File: config.mk
export PLATFORM = sky130hd
export DESIGN_NAME = sbr_queue
export DESIGN_NICKNAME = d
export VERILOG_FILES = /design/src/sbr_pkg.sv /design/src/sbr_queue.sv
export SDC_FILE = /design/constraint.sdc
export NUM_CORES = 1
export LEC_CHECK = 0
export ABC_AREA = 1
export BUFFER_PORTS_ARGS = -buffer_cell sky130_fd_sc_hd__buf_2
export CORE_MARGIN = 10
export CORE_UTILIZATION = 40
export DETAILED_ROUTE_END_ITERATION = 7
export GPL_ROUTABILITY_DRIVEN = 0
export PLACE_DENSITY_LB_ADDON = 0.12
export SLEW_MARGIN = 20
export SYNTH_ARGS = -nofsm -noshare
export SYNTH_HDL_FRONTEND = slang
export SYNTH_SLANG_ARGS = --single-unit
File: constraint.sdc
create_clock -name clk -period 2.3 [get_ports clk]
set_clock_uncertainty 0.2 [all_clocks]
set_input_delay 0.23 -clock clk [delete_from_list [all_inputs] [get_ports clk]]
set_output_delay 0.23 -clock clk [all_outputs]
set_load 0.02 [all_outputs]
File: src/sbr_pkg.sv
// sbr_pkg: types, constants and the reciprocal table for the supersample box resolve
// depends on nothing; imported by every module of the block but sbr_ram
`default_nettype none
package sbr_pkg;

  localparam int MAX_SS    = 4;
  localparam int SS_W      = 2;   // sub_col / sub_row counters
  localparam int CFG_W     = 11;  // widest configuration register
  localparam int SUM_W     = 36;  // three 12-bit lanes
  localparam int LANE_W    = 12;
  localparam int RGB_W     = 24;
  localparam int QUEUE_D   = 4;
  localparam int QPTR_W    = 2;
  localparam int RECIP_W   = 17;
  localparam int RECIP_SH  = 17;
  localparam int DIVIN_W   = 13;  // 2*sum + n
  localparam int PROD_W    = DIVIN_W + RECIP_W;

  localparam logic [1:0] REG_SS     = 2'd0;
  localparam logic [1:0] REG_WIDTH  = 2'd1;
  localparam logic [1:0] REG_HEIGHT = 2'd2;

  localparam logic [CFG_W-1:0] RST_SS     = 11'd1;
  localparam logic [CFG_W-1:0] RST_WIDTH  = 11'd1024;
  localparam logic [CFG_W-1:0] RST_HEIGHT = 11'd1024;

  // column address is carried at the widest width a width parameter allows
  localparam int COL_MAX_W = 12;

  typedef struct packed {
    logic                 need_read;  // add the stored column sum
    logic                 emit;       // last subrow: produce a result
    logic                 last;       // final output of the frame
    logic [COL_MAX_W-1:0] col;
    logic [SUM_W-1:0]     sum;
  } cmd_t;

  typedef struct packed {
    logic at_origin;
    logic push;
  } front_stat_t;

  typedef struct packed {
    logic busy;
    logic showing;
  } back_stat_t;

  // ceil(2^17 / (2*n)), n = ss*ss; exact for every lane sum in range
  function automatic logic [RECIP_W-1:0] recip(input logic [2:0] ss);
    logic [RECIP_W-1:0] r;
    case (ss)
      3'd2:    r = 17'd16384;
      3'd3:    r = 17'd7282;
      3'd4:    r = 17'd4096;
      default: r = 17'd65536;
    endcase
    return r;
  endfunction

  function automatic logic [SUM_W-1:0] widen(input logic [RGB_W-1:0] rgb);
    return {4'd0, rgb[23:16], 4'd0, rgb[15:8], 4'd0, rgb[7:0]};
  endfunction

endpackage
`default_nettype wire

File: src/sbr_queue.sv
// sbr_queue: short command queue between the front and back parts
// depends on sbr_pkg for cmd_t and the queue depth
`default_nettype none
module sbr_queue import sbr_pkg::*; (
  input  wire logic clk,
  input  wire logic rst,
  input  wire logic push,
  input  wire cmd_t push_cmd,
  input  wire logic pop,
  output cmd_t      head,
  output logic      empty,
  output logic      full
);

  cmd_t              slots [QUEUE_D];
  logic [QPTR_W-1:0] wr_ptr, rd_ptr;
  logic [QPTR_W:0]   count;

  assign head  = slots[rd_ptr];
  assign empty = (count == '0);
  assign full  = (32'(count) == QUEUE_D);

  always_ff @(posedge clk) begin
    if (push) begin
      slots[wr_ptr] <= push_cmd;
    end
  end

  always_ff @(posedge clk) begin
    if (rst) begin
      wr_ptr <= '0;
      rd_ptr <= '0;
      count  <= '0;
    end else begin
      if (push) wr_ptr <= wr_ptr + QPTR_W'(1);
      if (pop) rd_ptr <= rd_ptr + QPTR_W'(1);
      count <= count + (QPTR_W+1)'(push) - (QPTR_W+1)'(pop);
    end
  end

endmodule
`default_nettype wire

* Yosys cells after proc, flatten, opt, wreduce, memory -nomap -nowiden *
Memory sizes are Yosys's and may differ from the RTL's. A register that Yosys moved wholly into a read port is not among the register bits.
Cells that the tools add are included.

word-level totals
  register bits after elaboration = 7
  memory bits (writable) = 204
  bits of input ports = 55
  output and inout bits = 53
  logic and storage cells = 14
  memories = 1

operators by class
  add/subtract/negate cells = 4
  eq/ne operators = 1
  mux-type cells = 4
  reductions and logical operators = 1

memories
  memory  words  width  read ports  clocked after memory_dff  write ports  RTL line         source
  slots   4      51     1           1                         1            sbr_queue.sv:15  cmd_t slots [QUEUE_D];

operator list
  cell                                          count
  adder 2 x 1 -> 2 bit (second input constant)  2
  2-to-1 mux 2 bit                              2
  adder 3 x 1 -> 3 bit                          1
  equality test 3 bit (second input constant)   1
  logical NOT 3 bit                             1
  subtractor 3 x 1 -> 3 bit                     1
  2-to-1 mux 1 bit                              2

* Depth between registers and ports, before layout *
Gate-level depths: netlist of run 1.

  depth in word-level cells = 3
  gate-level depth with buffers = 8
  gate-level depth less buffers = 8

* Worst setup path after synthesis of run 1 *
OpenSTA, ideal clock, no wires.

  path type = register -> register
  start = register wr_ptr[0]
  end = memory slots[2][0] (netlist bit), enable pin
  setup time = 0.405 ns
  arrival time = 1.585 ns
  required time = 1.695 ns
  slack = 0.110 ns
  cell stages (with the launch flop) = 5
  buffers on the path = 0
  period minus slack after synthesis = 2.190 ns
  path through = dfxtp_1 inv_1 ha_1 nand2_1 inv_1

RTL lines
  what                      RTL line         source
  start: declaration        sbr_queue.sv:16  logic [QPTR_W-1:0] wr_ptr, rd_ptr;
  start signal: assignment  sbr_queue.sv:35  if (push) wr_ptr <= wr_ptr + QPTR_W'(1);
  end: declaration          sbr_queue.sv:15

Straight into the memory's write port.

==> impl_metrics.toml, run 1 <==
[outcome]
outcome = "completed"

[synthesis]
ys_seq_area_share_pct = 74.46
synth.net_count = 713
syn_area_sq_mm = 0.008469
yosys-top-cells-area = "edfxtp_1 72%, inv_1 5.2%, nand2_1 4.9%"
synth_top_area_cell = "edfxtp_1"
syn_inst = 651
synth_top_area_share_pct = 72.33
synth_cell_types = 18
avgSynthCellArea_sq_um = 13.01
yosys_register_bits = 213
synth_warnings = 0

[placed_design]
post_dp_cell_area_sq_mm = 0.009293
dp_hpwl_mm = 10.30
place_inst = 1013
port_buffers = 107

[job]
maxCapViolCount = 0

[sta]
worstMarginPinSlew_ps = 441.5
finalSetupViolCount = 0
rsz0062_at_grt = "true"
drv_slew = 0
slew_headroom_pct = 70.57
fmaxAchievable_ghz = 0.4649
whs_ps = 254.6
hold_viol_final = 0
period_share_pct = 93.53
period_needed_ps = 2151

[finish]
final_nets = 881
syn_to_final_growth_pct = 24.57
drive_gt1_share_pct = 18.59
final_common_cell = "edfxtp_1"
stdcell_area_sq_mm = 0.01055
final_cells = 1110
fillers = 1856
layout_common_cells = "204 x edfxtp_1, 114 x inv_1, 110 x nand2_1"

[power_and_ir_drop]
power_mw = 8.862
power_leakage_nw = 4.150
peakVddDrop_mv = 0.4436
power.density_mw_per_mm2 = 840.0

[min_path]
min_to = "count[1]"
min-delay-start = "rst"
min_path_type = "in -> reg"
hold_depth = 3

[cts]
clkTransAtPathRegs_ps = 50
cts-root-buf = "clkbuf_16"
cts_tree = "built"
clk_latency_ps = 490
numClockSinks = 213
clock_path_buffers = 3
cts-buffers-inserted = 24
cts-htree-levels = 1

[critical_path]
r2r-end = "count[2]"
r2r_slack_ps = 510
worstSetupPathType = "reg -> out"
required_ps = 1870
cp_max_fo = 50
crit_path_end_kind = "primary output"
reg2reg_depth = 7
start_kind = "flop"
r2r-start = "count[0]"
crit_arrival_ps = 1720

[grt]
antenna_found_initial = 2
grt_util_all_layers_pct = 12.34
grt_pass1_wl_mm = 26.80
grt_overflow = 0
grt_pass1_vias = 5231
grt_start_max_net_pins = 63

[drt]
post_drt_wl_per_cell_microns = 15.37
drt_iter0_markers = 239
vias = 5188
drc_errors = 0
drt_wl_total_mm = 17.06
ant_nets = 0
via_per_inst = 4.674
dr.pass1.iters = 4

[die]
start_util_pct = 40.42
die_area_sq_mm = 0.02739
rows = 53
core_area_sq_mm = 0.02096
io_pins = 108
dieHeight_microns = 165.5
die_width_microns = 165.5
kinds of logic (layout without fill, tap and decap cells):
kind of cell | after synthesis | count (layout) | share of synthesized area [%]
DFF | 213 | 213 | 74.46
AOI/OAI and AO/OA | 163 | 163 | 11.14
buffers and inverters | 152 | 335 | 8.110
and+or+nand+nor | 116 | 116 | 5.171
adders and majority gates | 7 | 7 | 1.123
other | 0 | 1 | 0
worst max-delay path by stage:
stage	to	depth (start not counted)	slack (ps)
after floorplan	slots[2][0]	4	110
after global placement	count[2]	7	580
after detailed placement	count[2]	7	520
after CTS	head[47]	5	9
after global routing	head[8]	5	-5
final	head[37]	5	150
area by class of cell:
class                           instances  area, sq um  area share, %
Antenna cell                            1        2.502        0.02372
Clock buffer                           35        663.1          6.286
Sequential cell                       213         6314          59.84
Inverter                              118        442.9          4.198
Multi-Input combinational cell        286         1476          13.99
Tap cell                              275        344.1          3.261
Timing Repair Buffer                  176         1279          12.12
Clock inverter                          6        28.78         0.2728
metrics by stage:
stage | util, % | setup TNS [ps] | setup slack, ps
2_1_floorplan | - | 0 | 110.1
3_3_place_gp | 44.35 | 0 | 584.0
3_5_place_dp | 44.35 | 0 | 523.1
4_1_cts | 50.23 | 0 | 9.417
5_1_grt | 50.35 | -5.162 | -5.162
6_report | 50.35 | 0 | 148.8
worst max-delay path: stages (launching register included):
cell     delay [ps]
dfxtp_4         500
buf_12          250
a21oi_1          90
o21ai_1          90
nand2_1          90
buf_2           170
power breakdown:
group | internal, mW | switching, mW
logic | 0.363 | 0.658
registers | 4.44 | 0.0545
clock network | 1.98 | 1.37
cells in the mapped netlist (all sizes together):
cell / number
a21oi: 57
buf: 33
clkbuf: 1
dfxtp: 9
edfxtp: 204
fa: 1
ha: 6
inv: 118
nand2: 110
nand3: 1
nor2: 4
nor3: 1
o211ai: 51
o21ai: 55
layer usage:
layer	up-vias	track usage (%)	wire (microns)
met5	-	0	13
met4	2	3.352	225
met3	19	3.000	989
met2	102	21.25	8525
met1	2478	15.15	7302
li1	2587	-	-
sequential cells by signal, summed over array words and instances (netlist names), named ones only:
register / cells
slots: 204
count: 3
rd_ptr: 2
wr_ptr: 2
timing repair:
| action | CTS | global route |
|---|---|---|
| hold buffers | 54 | 0 |
| buffers inserted | 0 | 1 |
| gates resized for setup | 0 | 2 |
| endpoints found under the setup margin | 0 | 39 |
| endpoints found under the hold margin | 213 | 0 |
(Power assumes the default switching activity.)
==> run 2: changes to the inputs <==
Settings changed: CORE_UTILIZATION 40 to 25.
==> impl_metrics.toml, run 2 (synthesis gave the netlist of run 1 again) <==
[sta]
hold_viol_final = 0
rsz0062_at_grt = "true"
period_needed_ps = 2191
finalSetupViolCount = 0
whs_ps = 240.4
tns_ps = 0
worstMarginPinSlew_ps = 366.5
finalWorstSetupSlack_ps = 108.9
period_share_pct = 95.26
slew_headroom_pct = 75.57
fmaxAchievable_ghz = 0.4564
drv_slew = 0

[finish]
top_regs = "slots (204), count (3)"
syn_to_final_growth_pct = 28.57
max_flop_register = "slots"
largest_register_ffs = 204
fillers = 3337
layout_common_cells = "204 x edfxtp_1, 114 x inv_1, 110 x nand2_1"
drive_gt1_share_pct = 20.19
final_cells = 1296
final_common_cell = "edfxtp_1"
final_nets = 891

[die]
dieHeight_microns = 204.1
io_pins = 108
rows = 67
core_area_sq_mm = 0.03345
die_width_microns = 204.1
die_area_sq_mm = 0.04164
start_util_pct = 25.32

[cts]
cts-root-buf = "clkbuf_16"
clk_latency_ps = 510
clock_path_buffers = 3
ctsResizeCount = 0
numClockSinks = 213
cts-buffers-inserted = 24
clkTransAtPathRegs_ps = 60
cts-htree-levels = 1
cts_tree = "built"

[critical_path]
reg2reg_depth = 7
r2r-start = "count[0]"
required_ps = 1870
max_stage_delay_ps = 490
r2r_slack_ps = 420
start_kind = "flop"
crit_arrival_ps = 1760
cp_max_fo = 51
r2r-end = "count[0]"
crit_path_top_delay_cell = "dfxtp_4"
worstSetupPathType = "reg -> out"
path_cells = "buf_12 -> nand2_1 -> o211ai_1 -> nand2_1 -> buf_2"
path_common_cell = "nand2_1"
crit_path_end_kind = "primary output"

[placed_design]
place_inst = 1193
dp_hpwl_mm = 12.45
port_buffers = 107
place_ws_ps = 510.3

[min_path]
min_to = "count[1]"
hold_depth = 3
min-delay-start = "rst"
min_path_type = "in -> reg"

[power_and_ir_drop]
power_switching_mw = 2.217
peakVddDrop_mv = 0.4295
seqPwrFrac_pct = 48.7
power_leakage_nw = 4.233
power.density_mw_per_mm2 = 846.8
swShare_pct = 24.04
p_int_mw = 7.004
clkPwrFrac_pct = 39.8
share_comb_of_total_power_pct = 11.4

[grt]
grt_start_max_net_pins = 52
grt_util_all_layers_pct = 9.433
grt_pass1_vias = 5453
antenna_found_initial = 1
grt_pass1_wl_mm = 30.72
grt_overflow = 0

[drt]
dr.pass1.iters = 4
drc_errors = 0
drt_wl_total_mm = 19.90
post_drt_wl_per_cell_microns = 15.36
via_per_inst = 4.068
drt_iter0_markers = 209
ant_nets = 0
vias = 5272

[outcome]
outcome = "completed"

[job]
maxCapViolCount = 0
## run 2: timing repair
action	CTS	global route
endpoints found under the hold margin	213	0
endpoints found under the setup margin	13	16
buffers inserted	1	2
hold buffers	55	0
## run 2: critical path: cells and delay by family, from the launching register on
| family | cells | cell delay (ps) |
|---|---|---|
| flip-flops | 1 | 490 |
| buffers and inverters | 2 | 440 |
| AND/OR/NAND/NOR | 2 | 190 |
| AO/OA/AOI/OAI | 1 | 90 |
## run 2: area by class of cell
type / count / area (sq um) / share of cell area, %
multi-input cells: 286 / 1476 / 13.56
repair buffers: 186 / 1329 / 12.20
clock inverters: 15 / 123.9 / 1.138
inverters: 118 / 442.9 / 4.068
flip-flops and latches: 213 / 6314 / 57.98
diodes: 1 / 2.502 / 0.02298
clock buffers: 29 / 640.6 / 5.883
well taps: 448 / 560.5 / 5.148
## run 2: metrics by stage
stage	instance area [sq um]	util [%]	total power, mW
CTS	10870	32.50	9.408
detailed placement	9549	28.55	5.575
global route	10890	32.56	9.680
floorplan	8469	-	5.170
finish	10890	32.56	9.221
global placement	9549	28.55	5.545
## run 2: how the worst max path moves through the flow
stage,depth (start not counted),from,endpoint
floorplan,4,wr_ptr[0],slots[2][0]
global placement,5,flop,head[47]
detailed placement,7,count[0],count[2]
CTS,5,flop,head[46]
global route,5,flop,head[47]
finish,5,flop,head[47]
## run 2: routing by layer
layer | GRT usage (%) | vias to the layer above | routed length [microns]
li1 | - | 2613 | -
met1 | 11.73 | 2526 | 9016
met2 | 15.71 | 103 | 9266
met3 | 2.853 | 30 | 1316
met4 | 2.327 | 0 | 302
met5 | 0 | - | 0
## run 2: power groups by stage
stage          registers (mW)  logic (mW)  clock network, mW
2_1_floorplan            4.56       0.614                  0
3_3_place_gp             4.57       0.971                  0
3_5_place_dp             4.58       0.993                  0
4_1_cts                  4.50        1.08               3.83
5_1_grt                  4.51        1.19               3.99
6_report                 4.49        1.05               3.67
