### config.mk
export PLATFORM = sky130hd
export DESIGN_NAME = sbr_front
export DESIGN_NICKNAME = d
export VERILOG_FILES = /design/src/sbr_pkg.sv /design/src/sbr_front.sv
export SDC_FILE = /design/constraint.sdc
export NUM_CORES = 1
export LEC_CHECK = 0
export ABC_AREA = 1
export BUFFER_PORTS_ARGS = -buffer_cell sky130_fd_sc_hd__clkbuf_2
export CAP_MARGIN = 25
export CELL_PAD_IN_SITES_DETAIL_PLACEMENT = 0
export CELL_PAD_IN_SITES_GLOBAL_PLACEMENT = 1
export CORE_MARGIN = 1
export CORE_UTILIZATION = 41
export CTS_CLUSTER_SIZE = 28
export DETAILED_ROUTE_END_ITERATION = 10
export HOLD_SLACK_MARGIN = 0.1
export PLACE_DENSITY = 0.79
export SETUP_SLACK_MARGIN = 0.05
export SYNTH_ARGS = -nofsm -noshare
export SYNTH_HDL_FRONTEND = slang
export SYNTH_SLANG_ARGS = --single-unit
### constraint.sdc
create_clock -name clk -period 3.3 [get_ports clk]
set_input_delay 0.66 -clock clk [delete_from_list [all_inputs] [get_ports clk]]
set_output_delay 0.66 -clock clk [all_outputs]
set_load 0.05 [all_outputs]
### src/sbr_pkg.sv
// sbr_pkg: types, constants and the reciprocal table for the supersample box resolve
// depends on nothing; imported by every module of the block but sbr_ram
`default_nettype none
package sbr_pkg;

  localparam int MAX_SS    = 4;
  localparam int SS_W      = 2;   // sub_col / sub_row counters
  localparam int CFG_W     = 11;  // widest configuration register
  localparam int SUM_W     = 36;  // three 12-bit lanes
  localparam int LANE_W    = 12;
  localparam int RGB_W     = 24;
  localparam int QUEUE_D   = 4;
  localparam int QPTR_W    = 2;
  localparam int RECIP_W   = 17;
  localparam int RECIP_SH  = 17;
  localparam int DIVIN_W   = 13;  // 2*sum + n
  localparam int PROD_W    = DIVIN_W + RECIP_W;

  localparam logic [1:0] REG_SS     = 2'd0;
  localparam logic [1:0] REG_WIDTH  = 2'd1;
  localparam logic [1:0] REG_HEIGHT = 2'd2;

  localparam logic [CFG_W-1:0] RST_SS     = 11'd1;
  localparam logic [CFG_W-1:0] RST_WIDTH  = 11'd1024;
  localparam logic [CFG_W-1:0] RST_HEIGHT = 11'd1024;

  // column address is carried at the widest width a width parameter allows
  localparam int COL_MAX_W = 12;

  typedef struct packed {
    logic                 need_read;  // add the stored column sum
    logic                 emit;       // last subrow: produce a result
    logic                 last;       // final output of the frame
    logic [COL_MAX_W-1:0] col;
    logic [SUM_W-1:0]     sum;
  } cmd_t;

  typedef struct packed {
    logic at_origin;
    logic push;
  } front_stat_t;

  typedef struct packed {
    logic busy;
    logic showing;
  } back_stat_t;

  // ceil(2^17 / (2*n)), n = ss*ss; exact for every lane sum in range
  function automatic logic [RECIP_W-1:0] recip(input logic [2:0] ss);
    logic [RECIP_W-1:0] r;
    case (ss)
      3'd2:    r = 17'd16384;
      3'd3:    r = 17'd7282;
      3'd4:    r = 17'd4096;
      default: r = 17'd65536;
    endcase
    return r;
  endfunction

  function automatic logic [SUM_W-1:0] widen(input logic [RGB_W-1:0] rgb);
    return {4'd0, rgb[23:16], 4'd0, rgb[15:8], 4'd0, rgb[7:0]};
  endfunction

endpackage
`default_nettype wire

### src/sbr_front.sv
// sbr_front: configuration registers, block position counters and subrow sums
// depends on sbr_pkg; pushes one command per finished block subrow
`default_nettype none
module sbr_front import sbr_pkg::*; #(
  parameter int MAX_WIDTH  = 1024,
  parameter int MAX_HEIGHT = 1024
) (
  input  wire logic             clk,
  input  wire logic             rst,
  input  wire logic             cfg_valid,
  input  wire logic             cfg_ready,
  input  wire logic [1:0]       cfg_index,
  input  wire logic [CFG_W-1:0] cfg_data,
  input  wire logic             pixel_valid,
  input  wire logic [RGB_W-1:0] pixel_rgb,
  input  wire logic             q_full,
  output logic                  pixel_ready,
  output logic                  q_push,
  output cmd_t                  q_cmd,
  output logic [2:0]            ss_eff,
  output front_stat_t           stat
);

  localparam int CW = (MAX_WIDTH > 1) ? $clog2(MAX_WIDTH) : 1;
  localparam int RW = (MAX_HEIGHT > 1) ? $clog2(MAX_HEIGHT) : 1;
  localparam int WW = $clog2(MAX_WIDTH + 1);
  localparam int HW = $clog2(MAX_HEIGHT + 1);

  logic [2:0]       ss_reg;
  logic [CFG_W-1:0] width_reg, height_reg;
  logic [SUM_W-1:0] run_sum, run_sum_next;
  logic [SS_W-1:0]  sub_col, sub_row;
  logic [CW-1:0]    out_col;
  logic [RW-1:0]    out_row;

  logic [WW-1:0] w_eff;
  logic [HW-1:0] h_eff;
  logic          accept, cfg_write, col_last, row_last, oc_last, or_last;

  always_comb begin
    if (ss_reg == 3'd0) ss_eff = 3'd1;
    else if (32'(ss_reg) > MAX_SS) ss_eff = 3'(MAX_SS);
    else ss_eff = ss_reg;

    if (width_reg == '0) w_eff = WW'(1);
    else if (32'(width_reg) > MAX_WIDTH) w_eff = WW'(MAX_WIDTH);
    else w_eff = WW'(width_reg);

    if (height_reg == '0) h_eff = HW'(1);
    else if (32'(height_reg) > MAX_HEIGHT) h_eff = HW'(MAX_HEIGHT);
    else h_eff = HW'(height_reg);
  end

  assign accept    = pixel_valid && pixel_ready;
  assign cfg_write = cfg_valid && cfg_ready;
  assign col_last  = ({1'b0, sub_col} + 3'd1) >= ss_eff;
  assign row_last  = ({1'b0, sub_row} + 3'd1) >= ss_eff;
  assign oc_last   = (32'(out_col) + 32'd1) >= 32'(w_eff);
  assign or_last   = (32'(out_row) + 32'd1) >= 32'(h_eff);

  assign run_sum_next = (sub_col == '0) ? widen(pixel_rgb) : run_sum + widen(pixel_rgb);

  // pixels wait while the command queue is full or a register write is pending
  assign pixel_ready = !q_full && !cfg_valid;
  assign q_push      = accept && col_last;

  always_comb begin
    q_cmd.need_read = (sub_row != '0);
    q_cmd.emit      = row_last;
    q_cmd.last      = oc_last && or_last;
    q_cmd.col       = COL_MAX_W'(out_col);
    q_cmd.sum       = run_sum_next;
  end

  assign stat.at_origin = (sub_col == '0) && (sub_row == '0) && (out_col == '0)
                          && (out_row == '0) && (run_sum == '0);
  assign stat.push      = q_push;

  always_ff @(posedge clk) begin
    if (rst) begin
      ss_reg     <= RST_SS[2:0];
      width_reg  <= RST_WIDTH;
      height_reg <= RST_HEIGHT;
      run_sum    <= '0;
      sub_col    <= '0;
      sub_row    <= '0;
      out_col    <= '0;
      out_row    <= '0;
    end else if (cfg_write) begin
      // any write to a known register restarts the frame
      if (cfg_index == REG_SS || cfg_index == REG_WIDTH || cfg_index == REG_HEIGHT) begin
        run_sum <= '0;
        sub_col <= '0;
        sub_row <= '0;
        out_col <= '0;
        out_row <= '0;
      end
      if (cfg_index == REG_SS) ss_reg <= cfg_data[2:0];
      if (cfg_index == REG_WIDTH) width_reg <= cfg_data;
      if (cfg_index == REG_HEIGHT) height_reg <= cfg_data;
    end else if (accept) begin
      run_sum <= run_sum_next;
      if (col_last) begin
        sub_col <= '0;
        if (oc_last) begin
          out_col <= '0;
          if (row_last) begin
            sub_row <= '0;
            out_row <= or_last ? '0 : out_row + RW'(1);
          end else begin
            sub_row <= sub_row + SS_W'(1);
          end
        end else begin
          out_col <= out_col + CW'(1);
        end
      end else begin
        sub_col <= sub_col + SS_W'(1);
      end
    end
  end

endmodule
`default_nettype wire

# After elaboration in Yosys (flattened, before gate mapping)
# Cells that the tools add are included.
[op_classes]
magnitude_cmp = 7
eq_ne = 3
n_mux = 30
n_addsub = 9
reduce_logical = 34
[op_table]
columns = ["cell", "count"]
rows = [
  ["2-to-1 mux 36 bit", 4],
  ["2-to-1 mux 10 bit", 11],
  ["2-to-1 mux 11 bit", 4],
  ["adder 36 x 32 -> 36 bit", 1],
  ["zero test 36 bit", 1],
  ["adder 10 x 1 -> 11 bit (second input constant)", 2],
  ["greater-or-equal comparator 11 bit", 2],
  ["> comparator 11 bit (second input constant)", 2],
  ["zero test 11 bit", 2],
  ["adder 10 x 1 -> 10 bit (second input constant)", 2],
  ["zero test 10 bit", 2],
  ["2-to-1 mux 2 bit", 9],
  ["nonzero test 2 bit", 5],
  ["logical AND 1 bit", 9],
  ["AND reduction 2 bit", 4],
  ["adder 2 x 1 -> 3 bit (second input constant)", 2],
  ["greater-or-equal comparator 3 bit", 2],
  ["zero test 2 bit", 3],
  ["2-to-1 mux 3 bit", 2],
  ["AND reduction 5 bit", 1],
  ["adder 2 x 1 -> 2 bit (second input constant)", 2],
  ["AND reduction 4 bit", 1],
  ["> comparator 3 bit (second input constant)", 1],
  ["zero test 3 bit", 1],
  ["other kinds (6)", 8],
]
[word_totals]
reg_bits = 85
elab_cells = 91
output_inout_bits = 58

# Depth between registers and ports, before layout
# Gate-level depths: netlist of run 1.
[depth]
depth_word = 10
mapped_depth = 19
ltp_nobuf = 19

# Worst setup path before layout of run 1
# No wires, ideal clock.
[synth_timing]
path_type = "input to output"
start = "input pixel_rgb[0]"
end = "output q_cmd[24] (netlist name)"
path_stages = 11
arrival_ns = 3.010
slack_ns = -0.370
path_buffers = 0
path_cell_list = "ha_1 > fa_1 > nand2_1 > nand3_1 > nand3_1 > nand2_2 > nand3_1 > nand2_1 > nand2_1 > nand2_1 > a21boi_0"
[synth_lines]
columns = ["element", "line", "source"]
rows = [
  ["start, declared", "sbr_front.sv:15", "input wire logic [RGB_W-1:0] pixel_rgb,"],
  ["end, declared", "sbr_front.sv:19", "output cmd_t q_cmd,"],
]

==> results of run 1 <==
## critical path, delay by kind of cell (launching register included)
kind | cells | cell delay, ns
simple gates | 7 | 1.15
flops | 1 | 0.35
compound gates | 2 | 0.25
buf+inv | 2 | 0.20
fa+ha+maj | 1 | 0.30
## routing by layer
metal	global-route usage	share of wire	vias to the layer above
li1	-	-	4103
met1	0.323	0.45	3598
met2	0.449	0.49	157
met3	0.0330	0.041	23
met4	0.0774	0.019	0
met5	0	0	-
## cell families after synthesis
kind of cell,after synthesis,share of synthesized area
simple gates,672,0.406
flops,85,0.236
buf+inv,192,0.106
xor+xnor,16,0.0195
mux,1,0.00139
other cells,1,0.000521
fa+ha+maj,61,0.107
compound gates,165,0.123
## path summary, 6_finish.rpt
kind	start	end	cells past startpoint
worst max-delay path	height_reg[2]	q_cmd[48]	12
worst min-delay path	run_sum[35]	run_sum[35]	2
worst max register to register	out_col[0]	sub_row[0]	17
worst min register to register	run_sum[35]	run_sum[35]	2
## timing repair
action / 4_1_cts / 5_1_grt
resized for setup: 42 / 130
pin swaps: 16 / 35
setup buffers: 6 / 6
cloned: 1 / 0
endpoints found under the setup margin: 7 / 23
## cells in the mapped netlist, types with 5 or more instances
cell type	instances	share of area
dfxtp_1	85	0.24
nor3_1	15	0.010
and2_1	9	0.0078
nand3_1	91	0.063
nand2_2	11	0.0096
clkbuf_1	20	0.010
nor4_1	16	0.014
nand4_1	23	0.020
buf_2	7	0.0049
or2_2	13	0.011
o22ai_1	8	0.0069
inv_1	148	0.077
a21oi_1	87	0.060
o21ai_0	47	0.033
nor2_2	5	0.0043
nand3_2	5	0.0069
xor2_1	14	0.017
buf_4	6	0.0063
ha_1	60	0.10
nand2_1	339	0.18
nor2_1	133	0.069
## cell type report
class                           count  area [um^2]  area share
Clock buffer                       10          239      0.0261
Clock inverter                      6         68.8     0.00751
Inverter                          156          586      0.0639
Multi-Input combinational cell    918         5280       0.576
Sequential cell                    85         1730       0.188
Tap cell                          225          282      0.0307
Timing Repair Buffer              141          986       0.108
## report_power, final
group	internal (mW)	switching, mW
Clock	0.614	0.487
Sequential	1.07	0.0468
Combinational	0.404	0.771
Total	2.09	1.31
## stage by stage
step / setup WS [ns] / cell area, um^2 / TNS (ns) / hold slack (ns)
CTS: 0.00836 / 8690 / 0 / 0.489
floorplan: 0.0171 / 7210 / 0 / 0.448
detailed placement: -0.0148 / 8150 / -0.0148 / 0.478
global route: -0.144 / 9170 / -0.144 / 0.511
global placement: 0.0139 / 8150 / 0 / 0.471
finish: 0.0114 / 9170 / 0 / 0.487
==> flow_summary.json, run 1 <==
{
  "layout-drive-gt1-share": 0.236,
  "dpl.hpwl_um": 17500,
  "first_pass_iters": 7,
  "cts.sinks": 85,
  "fillers": 1813,
  "ys_seq_area_frac": 0.236,
  "start_kind": "register",
  "ys.flop_type": "dfxtp_1",
  "mostFrequentLayoutCell": "nand2_1",
  "path_max_fanout": 5,
  "h-tree-depth": 3,
  "ioPinCount": 101,
  "cts_tree": "built",
  "crit_path_end_kind": "output pin",
  "clock-root-buffer": "clkbuf_16",
  "power.total_mw": 3.40,
  "status": "complete, no violations",
  "grt_pass1_wl_um": 36500,
  "holdCritPathClass": "register to register",
  "fp.dieW_um": 135,
  "clock_skew_ns": 0.00748,
  "track_usage": 0.255,
  "arrival_ns": 2.63,
  "period_needed_ns": 3.29,
  "synth-seq-cells": 85,
  "layout_common_cells": "320 x nand2_1, 145 x inv_1, 117 x nor2_1, 80 x nand3_1, 77 x clkbuf_2",
  "num_antenna_cells": 0,
  "fin_crit_sh": 0.997,
  "place_inst": 1512,
  "grt_overflow": 0,
  "clock_path_buffers": 2,
  "max_freq_mhz": 304,
  "worst_slew_pin_slew_ns": 0.933,
  "drt_wl_total_um": 22700,
  "rows": 48,
  "yosysWarningCount": 0,
  "vias_per_cell": 5.11,
  "hold_viol_final": 0,
  "netlist_area_mm2": 0.00720,
  "finalSetupViolCount": 0,
  "async_reset_ff_frac": 0,
  "ys_types": 48,
  "cts_buffers": 9,
  "area_growth_pct": 27.3,
  "cap_viol_max_count": 0,
  "rsz0062_at_grt": "true",
  "synth.avg_cell_area_um2": 6.04,
  "clk_pin_slew_ns": 0.07,
  "nets": 1415,
  "gp_congestion": 0.936,
  "path_common_cell": "nand2_1",
  "grt_pass1_vias": 7423,
  "core_mm2": 0.0172,
  "dr_total_vias": 7881,
  "antenna_found_initial": 0,
  "postSynthCellCount": 1193,
  "wl_per_cell_um": 14.7,
  "p_leak_nw": 4.47,
  "slowest_stage": "dfxtp_2",
  "die_h_um": 135,
  "p_per_area_mw_per_mm2": 370,
  "final_util": 0.532,
  "drv_slew": 0,
  "port_buffers": 98,
  "crit_type": "register to output pin",
  "die-area_mm2": 0.0181,
  "required_ns": 2.64,
  "relSlewSlack": 0.374,
  "synth-edff-count": 0,
  "drtIter0Drc": 490,
  "critPathMaxStageDelay_ns": 0.35,
  "cts_hold_buf": 0,
  "largest_register_ffs": 36,
  "layoutNonFillerInstCount": 1541,
  "r2r_setup_slack_ns": 0.56,
  "ant_nets": 0,
  "worstSkewPairLatency_ns": 0.36,
  "initial_core_util": 0.418,
  "grt_max_degree": 38,
  "drc_errors": 0,
  "path_cells": "nor4_4, nand3_2, nand2_4, nand2_1, ha_4, nand2_1, nor4_2, a21oi_1, and2_1, a21o_1, inv_2, buf_12",
  "peakVddDrop_mv": 0.255
}
Note: power is estimated with default switching activity, not from simulation.
==> run 2: changes to the inputs <==
Settings changed: CORE_MARGIN 1 to 3.
==> flow_summary.json, run 2 (synthesis gave the netlist of run 1 again) <==
{
  "setup_tns_ns": -0.0679,
  "status": "finished with violations",
  "slowest_stage": "dfxtp_4",
  "port_buffers": 98,
  "final_util": 0.543,
  "mostFrequentLayoutCell": "nand2_1",
  "fp.dieW_um": 139,
  "crit_path_end_kind": "output pin",
  "drc_errors": 0,
  "area_growth_pct": 27.2,
  "cap_viol_max_count": 0,
  "violations": "setup timing",
  "crit_type": "register to output pin",
  "clock_skew_ns": 0.00648,
  "vias_per_cell": 5.16,
  "track_usage": 0.234,
  "peakVddDrop_mv": 0.333,
  "drt_wl_total_um": 23300,
  "critPathMaxStageDelay_ns": 0.39,
  "antenna_found_initial": 0,
  "clk_pin_slew_ns": 0.07,
  "period_needed_ns": 3.37,
  "finalSetupViolCount": 1,
  "nets": 1414,
  "gp_congestion": 0.942,
  "grt_overflow": 0,
  "drtIter0Drc": 427,
  "worstSkewPairLatency_ns": 0.35,
  "place_ws_ns": 0.00416,
  "fillers": 1764,
  "p_per_area_mw_per_mm2": 363,
  "cts_tree": "built",
  "power.total_mw": 3.32,
  "fin_crit_sh": 1.02,
  "num_antenna_cells": 0,
  "core_mm2": 0.0169,
  "wl_per_cell_um": 15.2,
  "finalWorstSetupSlack_ns": -0.0679,
  "largest_register_ffs": 36,
  "rsz0062_at_grt": "true",
  "path_max_fanout": 4,
  "ioPinCount": 101,
  "initial_core_util": 0.427,
  "die-area_mm2": 0.0192,
  "start_kind": "register",
  "dr_total_vias": 7923,
  "grt_max_degree": 38,
  "cts_buffers": 9,
  "layoutNonFillerInstCount": 1534,
  "layout-drive-gt1-share": 0.240,
  "cts.sinks": 85,
  "ant_nets": 0,
  "dpl.hpwl_um": 17800,
  "drv_slew": 0,
  "clock_path_buffers": 2,
  "path_cells": "ha_4, nand3_2, buf_4, xor2_1, inv_2, ha_4, nand2_4, nor4_4, a21oi_1, and2_4, a21o_1, inv_2, buf_12",
  "rows": 47,
  "crit_family": "simple AND/OR/NAND/NOR gates",
  "path_buf_inv": 4,
  "grt_pass1_wl_um": 37100,
  "holdCritPathClass": "register to register",
  "first_pass_iters": 5,
  "die_h_um": 139,
  "arrival_ns": 2.71,
  "relSlewSlack": 0.392,
  "clock-root-buffer": "clkbuf_16",
  "place_inst": 1506,
  "h-tree-depth": 3,
  "grt_pass1_vias": 7491,
  "worst_slew_pin_slew_ns": 0.907,
  "layout_common_cells": "314 x nand2_1, 145 x inv_1, 116 x nor2_1, 83 x nand3_1",
  "required_ns": 2.64,
  "hold_viol_final": 0,
  "max_freq_mhz": 297,
  "p_leak_nw": 4.44
}
run 2: changes by cell type in the layout (fill, tap and decap cells not counted), sizes merged:
cell | before | now
bufinv | 1 | 0
clkbuf | 88 | 92
inv | 154 | 155
buf | 63 | 57
run 2: metrics by stage:
stage,instance area [um^2],hold WS (ns)
global route,9160,0.500
global placement,8150,0.470
CTS,8740,0.481
detailed placement,8150,0.471
floorplan,7210,0.448
finish,9160,0.480
run 2: cell type report:
class	instances	area, um^2	share of cell area
well taps	220	275	0.0301
clock buffers	9	225	0.0246
clock inverters	6	47.5	0.00519
inverters	156	586	0.0639
multi-input cells	918	5300	0.579
repair buffers	140	996	0.109
flip-flops and latches	85	1730	0.189
run 2: where the power goes:
part	total [mW]	internal, mW	switching [mW]
sequential	1.12	1.07	0.0471
combinational	1.22	0.425	0.791
clock	0.987	0.515	0.472
run 2: per-layer routing:
layer  wire length (um)  up-vias  share of wire  GRT usage
li1                   -     4101              -          -
met1              10600     3638           0.45      0.306
met2              11400      165           0.49      0.404
met3               1090       19          0.047     0.0479
met4                292        0          0.013     0.0442
met5                  0        -              0          0
run 2: worst reg2reg max path: stages, from the launching register on:
cell,delay [ns]
dfxtp_4,0.36
ha_4,0.14
nand3_2,0.10
nor2_2,0.12
nand2_2,0.08
xor2_2,0.17
inv_1,0.09
ha_4,0.27
nand2_1,0.07
o21a_1,0.19
nand2_1,0.05
nand2_1,0.05
nand3_1,0.08
nand2_2,0.08
nand3_1,0.07
buf_4,0.26
nand2_1,0.14
a21oi_1,0.14
nor2_1,0.05
run 2: final timing paths:
check        startpoint         end  slack [ns]  cells past startpoint
min          sub_row[1]  sub_row[1]        0.48                      2
min reg2reg  sub_row[1]  sub_row[1]        0.48                      2
max reg2reg  out_col[0]  sub_row[0]        0.70                     18
max          out_row[1]   q_cmd[48]       -0.07                     13
run 2: timing repair:
action / CTS / global route
hold buffers: 0 / 0
endpoints found under the setup margin: 6 / 22
buffers inserted: 9 / 3
pin swaps: 17 / 25
gates resized for setup: 60 / 123
cloned: 0 / 1
==> run 3: changes to the inputs <==
Settings changed: CORE_ASPECT_RATIO set to 1.2.
==> flow_summary.json, run 3 (synthesis gave the netlist of run 1 again) <==
{
  "grt_pass1_vias": 7672,
  "power.total_mw": 3.46,
  "grt_pass1_wl_um": 37000,
  "rsz0062_at_grt": "true",
  "cts_tree": "built",
  "gp_congestion": 0.933,
  "layout-drive-gt1-share": 0.230,
  "period_needed_ns": 3.29,
  "relSlewSlack": 0.369,
  "die_h_um": 151,
  "ioPinCount": 101,
  "peakVddDrop_mv": 0.263,
  "dpl.hpwl_um": 17900,
  "initial_core_util": 0.422,
  "track_usage": 0.240,
  "hold_viol_final": 0,
  "required_ns": 2.64,
  "drt_wl_total_um": 23100,
  "grt_overflow": 0,
  "area_growth_pct": 28.1,
  "clk_pin_slew_ns": 0.06,
  "mostFrequentLayoutCell": "nand2_1",
  "holdCritPathClass": "register to register",
  "die-area_mm2": 0.0192,
  "layout_common_cells": "317 x nand2_1, 145 x inv_1, 121 x nor2_1, 81 x nand3_1, 81 x a21oi_1",
  "dr_total_vias": 7938,
  "nets": 1421,
  "cap_viol_max_count": 0,
  "rows": 52,
  "worst_slew_pin_slew_ns": 0.941,
  "status": "complete, no violations",
  "max_freq_mhz": 304,
  "drtIter0Drc": 447,
  "core_mm2": 0.0170,
  "place_ws_ns": -0.000318,
  "p_per_area_mw_per_mm2": 375,
  "cts.sinks": 85,
  "clock_path_buffers": 2,
  "drv_slew": 0,
  "path_max_fanout": 5,
  "cts_buffers": 9,
  "vias_per_cell": 5.16,
  "h-tree-depth": 3,
  "antenna_found_initial": 0,
  "crit_type": "register to output pin",
  "wl_per_cell_um": 15.0,
  "drc_errors": 0,
  "fp.dieW_um": 127,
  "finalSetupViolCount": 0,
  "port_buffers": 98,
  "crit_path_end_kind": "output pin",
  "finalWorstSetupSlack_ns": 0.00887,
  "clock-root-buffer": "clkbuf_16",
  "worstSkewPairLatency_ns": 0.36,
  "ant_nets": 0,
  "fin_crit_sh": 0.997,
  "grt_max_degree": 38,
  "num_antenna_cells": 0,
  "clock_skew_ns": 0.0104,
  "arrival_ns": 2.63,
  "largest_register_ffs": 36,
  "p_leak_nw": 4.47,
  "cts_hold_buf": 0,
  "start_kind": "register",
  "first_pass_iters": 5
}
[run 3: cell count changes in the layout (fill, tap and decap cells not counted), moves of 5 or more]
cell	change
nor2_1	+5
nor2_2	-9
nand2_4	-5
buf_6	-8
buf_4	+13
[run 3: layout make-up]
class	instances	area, um^2
clock buffer	10	229
clock inverter	5	83.8
timing repair buffer	147	1070
tap	216	270
sequential	85	1720
fill	1815	7820
inverter	156	586
multi-input combinational	918	5270
[run 3: critical path, cell delays in order (launching register included)]
cell and delay [ns]:
dfxtp_1 0.34, nor4_2 0.33, nand3_2 0.17, nand2_4 0.13, nand2_1 0.07, ha_1 0.29, nand2_1 0.08, nor4_2 0.26
a21oi_1 0.11, and2_4 0.15, a21o_1 0.15, inv_2 0.07, buf_12 0.13
[run 3: path summary, 6_finish.rpt]
path | from | end | slack, ns | depth (start not counted)
worst max-delay path | height_reg[2] | q_cmd[48] | 0.009 | 12
worst min-delay path | sub_row[1] | sub_row[1] | 0.49 | 2
worst max register to register | out_col[1] | sub_row[0] | 0.46 | 18
worst min register to register | sub_row[1] | sub_row[1] | 0.49 | 2
[run 3: timing repair]
| action | in CTS | in global routing |
|---|---|---|
| gates cloned | 1 | 0 |
| pin swaps | 18 | 18 |
| endpoints found under the setup margin | 8 | 22 |
| hold endpoints to repair | 0 | 0 |
| gates resized for setup | 57 | 99 |
| setup buffers | 10 | 6 |
[run 3: per-layer routing]
layer,global-route usage,routed length (um),up-vias
li1,-,-,4122
met1,0.285,9930,3617
met2,0.449,11800,173
met3,0.0335,923,26
met4,0.0681,379,0
met5,0,0,-
[run 3: where the power goes]
group / internal (mW) / total (mW) / leakage, nW / switching (mW)
clock network: 0.664 / 1.14 / 0.145 / 0.480
logic: 0.426 / 1.20 / 3.63 / 0.771
registers: 1.07 / 1.12 / 0.695 / 0.0478
total: 2.16 / 3.46 / 4.47 / 1.30
[run 3: through the flow]
step / hold slack, ns / util / cell area (um^2) / setup TNS (ns) / cells
finish: 0.487 / 0.541 / 9230 / 0 / 1537
global route: 0.515 / 0.541 / 9230 / -0.163 / 1537
CTS: 0.489 / 0.519 / 8840 / 0 / 1531
detailed placement: 0.478 / 0.481 / 8210 / -0.000318 / 1505
global placement: 0.470 / 0.481 / 8210 / -0.0143 / 1505
floorplan: 0.448 / - / 7210 / 0 / 1194
